File: src/design/ebls_pkg.sv
// Types, constants and fixed-point helpers for the linear segmenter.
package ebls_pkg;

  localparam logic [31:0] ErrorBoundReset = 32'd65536;

  typedef struct packed {
    logic        func;
    logic [31:0] key;
  } in_t;

  typedef struct packed {
    logic [31:0]        start_key;
    logic [31:0]        stop_key;
    logic signed [63:0] slope;
    logic signed [63:0] intercept;
    logic               is_final;
    logic [31:0]        key_count;
  } out_t;

  typedef enum logic {
    OP_MUL = 1'b0,
    OP_DIV = 1'b1
  } mdu_op_e;

  typedef struct packed {
    logic         start;
    mdu_op_e      op;
    logic [127:0] opa;
    logic [127:0] opb;
  } mdu_req_t;

  typedef struct packed {
    logic         done;
    logic [127:0] res;
  } mdu_rsp_t;

  function automatic logic [63:0] sat64(input logic [127:0] w);
    logic [63:0] r;
    if (w[127:63] == {65{w[63]}}) begin
      r = w[63:0];
    end else if (w[127]) begin
      r = 64'h8000_0000_0000_0000;
    end else begin
      r = 64'h7FFF_FFFF_FFFF_FFFF;
    end
    return r;
  endfunction

  function automatic logic [127:0] sext64(input logic [63:0] v);
    return {{64{v[63]}}, v};
  endfunction

  function automatic logic [127:0] sar40(input logic [127:0] w);
    return {{40{w[127]}}, w[127:40]};
  endfunction

  function automatic logic [127:0] shl40(input logic [127:0] w);
    return {w[87:0], 40'd0};
  endfunction

  function automatic logic [63:0] kx(input logic [31:0] v);
    return {16'd0, v, 16'd0};
  endfunction

  function automatic logic slt128(input logic [127:0] a, input logic [127:0] b);
    return $signed(a) < $signed(b);
  endfunction

endpackage

File: src/design/ebls_muldiv.sv
// Shared iterative unit: 64x64 signed multiply and 128/128 signed divide, one bit per cycle.
module ebls_muldiv (
  input  logic                clk_i,
  input  logic                rst_ni,
  input  ebls_pkg::mdu_req_t  req_i,
  output ebls_pkg::mdu_rsp_t  rsp_o
);

  typedef enum logic [3:0] {
    MS_IDLE = 4'b0001,
    MS_MUL  = 4'b0010,
    MS_DIV  = 4'b0100,
    MS_FIX  = 4'b1000
  } mstate_e;

  mstate_e      state_q, state_d;
  logic [6:0]   cnt_q, cnt_d;
  logic         done_q, done_d;
  logic [127:0] work_q, work_d;
  logic [127:0] rem_q, rem_d;
  logic [127:0] den_q, den_d;
  logic         neg_q, neg_d;
  logic [127:0] res_q, res_d;

  logic [63:0]  mag_a64, mag_b64;
  logic [127:0] mag_a128, mag_b128;
  logic [64:0]  mul_sum;
  logic [128:0] div_sh, div_diff;
  logic         div_ge;

  always_comb begin
    mag_a64  = req_i.opa[63] ? 64'd0 - req_i.opa[63:0] : req_i.opa[63:0];
    mag_b64  = req_i.opb[63] ? 64'd0 - req_i.opb[63:0] : req_i.opb[63:0];
    mag_a128 = req_i.opa[127] ? 128'd0 - req_i.opa : req_i.opa;
    mag_b128 = req_i.opb[127] ? 128'd0 - req_i.opb : req_i.opb;
    mul_sum  = {1'b0, work_q[127:64]} + (work_q[0] ? {1'b0, den_q[63:0]} : 65'd0);
    div_sh   = {rem_q, work_q[127]};
    div_diff = div_sh - {1'b0, den_q};
    div_ge   = !div_diff[128];
  end

  always_comb begin
    state_d = state_q;
    cnt_d   = cnt_q;
    done_d  = 1'b0;
    work_d  = work_q;
    rem_d   = rem_q;
    den_d   = den_q;
    neg_d   = neg_q;
    res_d   = res_q;
    unique case (state_q)
      MS_IDLE: begin
        if (req_i.start) begin
          if (req_i.op == ebls_pkg::OP_MUL) begin
            work_d  = {64'd0, mag_b64};
            den_d   = {64'd0, mag_a64};
            neg_d   = req_i.opa[63] ^ req_i.opb[63];
            cnt_d   = 7'd63;
            state_d = MS_MUL;
          end else if (mag_b128 == 128'd0) begin
            work_d  = 128'd0;
            neg_d   = 1'b0;
            state_d = MS_FIX;
          end else begin
            work_d  = mag_a128;
            rem_d   = 128'd0;
            den_d   = mag_b128;
            neg_d   = req_i.opa[127] ^ req_i.opb[127];
            cnt_d   = 7'd127;
            state_d = MS_DIV;
          end
        end
      end
      MS_MUL: begin
        work_d = {mul_sum, work_q[63:1]};
        cnt_d  = cnt_q - 7'd1;
        if (cnt_q == 7'd0) begin
          state_d = MS_FIX;
        end
      end
      MS_DIV: begin
        rem_d  = div_ge ? div_diff[127:0] : div_sh[127:0];
        work_d = {work_q[126:0], div_ge};
        cnt_d  = cnt_q - 7'd1;
        if (cnt_q == 7'd0) begin
          state_d = MS_FIX;
        end
      end
      MS_FIX: begin
        res_d   = neg_q ? 128'd0 - work_q : work_q;
        done_d  = 1'b1;
        state_d = MS_IDLE;
      end
      default: begin
        state_d = MS_IDLE;
      end
    endcase
  end

  always_ff @(posedge clk_i or negedge rst_ni) begin
    if (!rst_ni) begin
      state_q <= MS_IDLE;
      cnt_q   <= 7'd0;
      done_q  <= 1'b0;
    end else begin
      state_q <= state_d;
      cnt_q   <= cnt_d;
      done_q  <= done_d;
    end
  end

  always_ff @(posedge clk_i) begin
    work_q <= work_d;
    rem_q  <= rem_d;
    den_q  <= den_d;
    neg_q  <= neg_d;
    res_q  <= res_d;
  end

  assign rsp_o.done = done_q;
  assign rsp_o.res  = res_q;

endmodule

File: config.mk
export PLATFORM = sky130hd
export DESIGN_NAME = ebls_muldiv
export DESIGN_NICKNAME = d
export VERILOG_FILES = /design/src/design/ebls_pkg.sv /design/src/design/ebls_muldiv.sv
export SDC_FILE = /design/constraint.sdc
export NUM_CORES = 2
export LEC_CHECK = 0
export BUFFER_PORTS_ARGS = -buffer_cell sky130_fd_sc_hd__buf_2
export CORE_UTILIZATION = 40
export CTS_CLUSTER_SIZE = 8
export DETAILED_ROUTE_END_ITERATION = 8
export SLEW_MARGIN = 30
export SYNTH_ARGS = -nofsm -noshare
export SYNTH_HDL_FRONTEND = slang
export SYNTH_SLANG_ARGS = --single-unit
File: constraint.sdc
create_clock -name clk_i -period 17.71 [get_ports clk_i]
set_input_delay 1.771 -clock clk_i [delete_from_list [all_inputs] [get_ports clk_i]]
set_output_delay 1.771 -clock clk_i [all_outputs]
set_load 0.02 [all_outputs]
==> impl.org <==
** Floorplanning
- Core Rows :: 123
- Chip width :: 340.0 µm
- I/O pins :: 389
- In this run the standard cell core region covers 112800 µm².
- The die covers 115600 µm².
- For this configuration, the core starts out at a cell density of 0.4051.
- The die is 340.0 µm tall.

** Detailed routing
- Detailed route wirelength on metal3 :: 16380 µm
- Antenna viol nets, final :: 0
- Detailed-routing iteration count for the pre-antenna-repair pass :: 9
- Wire segments on met2 add up to 85250 µm in the final route.
- Initial drt markers :: 4947
- Routed length on met1 :: 76940 µm
- Uppermost routed layer :: met5
- The routed layout has 44340 vias.
- Average routed wire per standard cell :: 25.84 µm
- After detailed routing, the number of remaining DRC violations is 0.
- Summed over all layers, the routed wires come to 186200 µm.
- Via density per instance :: 6.151

** Synth
- Post-synth ARST share :: 0.02286
- Number of nets in the synthesized netlist :: 5927
- Counting flops and latches in the post-synthesis netlist gives 525.
- Gate count after technology mapping :: 5465
- Register area share after synthesis :: 0.3437
- Post-Syn Area per Cell :: 8.363 µm²
- During synthesis, Yosys emitted a total of 0 warnings.
- Area of the mapped netlist :: 45700 µm²
- Post-synth top flop :: edfxtp_1
- The synthesized netlist contains 91 unique library cells.
- In this run, synthesis inferred 513 flip-flops with an integrated enable.

** Global routing
- Across every metal layer, demand over resource in global routing totals 0.3089.
- The initial antenna violation count was 33.
- Global-route congestion overflow total :: 0
- Global-route wire length before repair :: 270800 µm
- The number of global-route vias before repair came to 41360.
- Largest net degree at the start of global routing :: 136

** STA
- Dividing the final minimum period by the clock period gives 0.4812.
- Achievable clock frequency :: 117.3 MHz
- Worst slew slack as a fraction of its limit :: 0.2989
- The worst path needs 8.523 ns of the cycle, external delays included.
- Unrepaired setup endpoints after global routing :: no
- Setup violation total in the final timing report :: 0
- Post-layout worst setup margin :: 9.187 ns
- Final Hold Fails :: 0
- On the final layout, the worst clock skew is 0.06384 ns.
- For the pin with the worst max-slew slack, the measured transition is 1.044 ns.
- The final count of pins violating max slew was 0.
- Accumulated negative setup slack :: 0 ns

** Placed design
- Summing all placed instances gives a cell area of 48690 µm².
- Instance count after placement with tap cells included :: 7055
- Placer congestion estimate :: 0.9949
- Input and output buffers added on the ports amount to 388.
- Timing analysis after detailed placement gives a worst setup slack of 8.596 ns.
- After legalization and detailed placement, the total HPWL measured 145400 µm.

** CTS
- The clock passes through at most 3 buffers.
- The H-tree was split into 3 levels.
- Post-CTS Setup Bufs :: 0
- Latest clock arrival within the worst-skew pair :: 0.68 ns
- The number of gates resized after CTS was 0.
- Clock tree synthesis found a total of 525 sinks.
- TritonCTS created 78 clock buffers.
- TritonCTS built the clock tree.
- The cell sitting at the root of the clock tree is a clkbuf_16.
- After clock tree synthesis, the clock-pin slew on the worst setup and hold paths is 0.05 ns.
- Count of hold buffers inserted by post-cts repair :: 0

** Worst hold path
- Launch instance of the worst min-delay path :: cnt_q[6]
- The worst hold path belongs to the class reg -> reg.
- WHS Endpoint :: cnt_q[6]
- Along the worst hold path, the cell count comes to 1.

** Final layout
- Core utilization of the finished layout :: 0.4525
- Area growth from synthesis to layout :: 11.68%
- Of the cells placed in the final design, the portion with a size suffix greater than 1 is 0.1079.
- At the end of the flow, the number of nets in the layout was 6097.
- Post-route standard cell area excluding fillers :: 51040 µm²
- Leaving out fill and tap cells, the most frequent cell in the layout is nand2_1.
- The library cells used most frequently in the layout, excluding fill and tap cells, are 727 x nand2_1, 513 x edfxtp_1, 425 x o21ai_0.
- The count of cells in the finished layout, fillers not included, comes to 7208.

** Power and ir drop
- IR analysis of the VDD net gives a maximum drop of 140.2 µV.
- Switching power share of the total :: 0.4861
- The share of total power dissipated in the clock network is 0.157.
- The internal portion of the total power is 4715 µW.
- The analysis attributes to cell leakage a power of 0.01949 µW.
- The share of total power dissipated in combinational logic is 0.563.
- Power spread over the standard cell area amounts to 179.8 nW/µm².
- Switching power summed over all nets :: 4460 µW
- The share of total power dissipated in sequential elements is 0.280.

** Setup path
- Counting both buffers and inverters, the worst setup path holds a total of 3.
- The slowest stage of the critical path belongs to the cell or4b_1.
- The worst register-to-register path begins at work_q[127].
- STA puts the critical path data required time at 18.12 ns.
- The worst register-to-register path ends at rem_q[0].
- Startpoint class of the critical path :: input port
- Critical Path Sink Type :: flop
- Reg-to-reg slack, setup :: 10.50 ns
- Broken down by cell family, the worst path's largest delay share belongs to simple AND/OR/NAND/NOR gates.
- By startpoint and endpoint, the worst setup path is classified as in -> reg.
- Of all nets on the critical path, the largest fanout is 71.
- Measured in cells, the most critical reg-to-reg path has a length of 18.
- The largest single stage delay on the critical path is 0.76 ns.
- Arrival time of data at the critical path endpoint :: 8.93 ns
- The signal on the critical path passes through buf_2 -> nor3_1 -> nand3_1 -> nor3_2 -> buf_4 -> nand3_1 -> nor3_1 -> ha_1 -> nand2_1 -> a21oi_1 -> o2111ai_1 -> nor4_1 -> o2111ai_1 -> nor4_1 -> nand4b_1 -> nor4_1 -> nand4_1 -> or4b_1 -> nand3_4 -> buf_4 -> nor2_1 -> a221o_1.
- Counting stages on the worst path, the most repeated cell is nor4_1.

** Flow run
- Count of max-cap constraint violations :: 0

** Status
- The run finished with clean final reports.
## Yosys cell counts, types with 112 or more instances
cell type | n | area share
nand2_1 | 727 | 0.060
edfxtp_1 | 513 | 0.34
o21ai_0 | 425 | 0.047
a21oi_1 | 403 | 0.044
nor2_1 | 394 | 0.032
xnor2_1 | 356 | 0.068
xor2_1 | 320 | 0.061
clkbuf_1 | 311 | 0.026
inv_1 | 216 | 0.018
ha_1 | 200 | 0.055
a21o_1 | 122 | 0.020
nor3_1 | 115 | 0.013
or3_1 | 112 | 0.015
## worst max path at each step
stage                           from          end  slack [ns]  depth (start not counted)
after floorplan           state_q[1]       done_q        2.61                          1
after detailed placement   req_i[12]  work_q[118]        8.60                         22
after global routing        req_i[2]  work_q[118]        8.90                         22
final                       req_i[2]  work_q[118]        9.19                         22
after global placement     req_i[12]  work_q[120]        8.70                         22
after CTS                  req_i[12]  work_q[118]        9.29                         22
## registers in the layout, summed over array words and instances (netlist names)
register  count
den_q       128
rem_q       128
res_q       128
work_q      128
cnt_q         7
state_q       4
done_q        1
neg_q         1
## stage by stage
step	hold slack, ns	power (µW)
after detailed placement	0.4964	7629
final	0.5017	9175
after global placement	0.4951	7605
after global routing	0.5105	9759
after floorplan	0.4244	6181
after CTS	0.5068	9110
## power groups by stage
stage | clock network [µW] | registers (µW) | logic (µW)
6_report | 1440 | 2570 | 5170
5_1_grt | 1500 | 2600 | 5660
4_1_cts | 1460 | 2550 | 5090
3_5_place_dp | 0 | 2570 | 5060
3_3_place_gp | 0 | 2570 | 5030
2_1_floorplan | 0 | 2430 | 3750
## layout make-up
cell class / instances / area (µm²)
fillers: 11220 / 61770
multi-input cells: 4384 / 28030
flip-flops and latches: 525 / 15710
repair buffers: 428 / 2277
clock buffers: 118 / 2122
well taps: 1500 / 1877
inverters: 218 / 820.8
clock inverters: 10 / 148.9
diodes: 25 / 62.56
## worst register-to-register path, cell delays in order (launching register included)
cell and delay (ns):
edfxtp_1 0.55, inv_1 0.09, ha_1 0.23, fa_1 0.39, nand2b_1 0.21, a21oi_1 0.20, o41ai_1 0.17, a21oi_1 0.42
a21oi_1 0.33, o21ai_0 0.57, a31o_2 0.33, a31oi_1 0.28, o31a_1 0.43, o41ai_2 0.82, xor2_4 0.16, buf_4 0.60
buf_4 0.86, nor2_1 0.14, a211oi_1 0.24
## routing by layer
metal	up-vias	global-route usage
met2	2056	0.4938
met4	10	0.1187
li1	20440	-
met5	-	0
met3	367	0.05993
met1	21460	0.4108
## logic make-up after synthesis
family          synth area share
xor+xnor                  0.1296
fa+ha+maj                0.05563
compound gates            0.2184
flops                     0.3437
simple gates              0.2031
buf+inv                  0.04578
mux                     0.003860
Power figures use the tool's default switching activity.
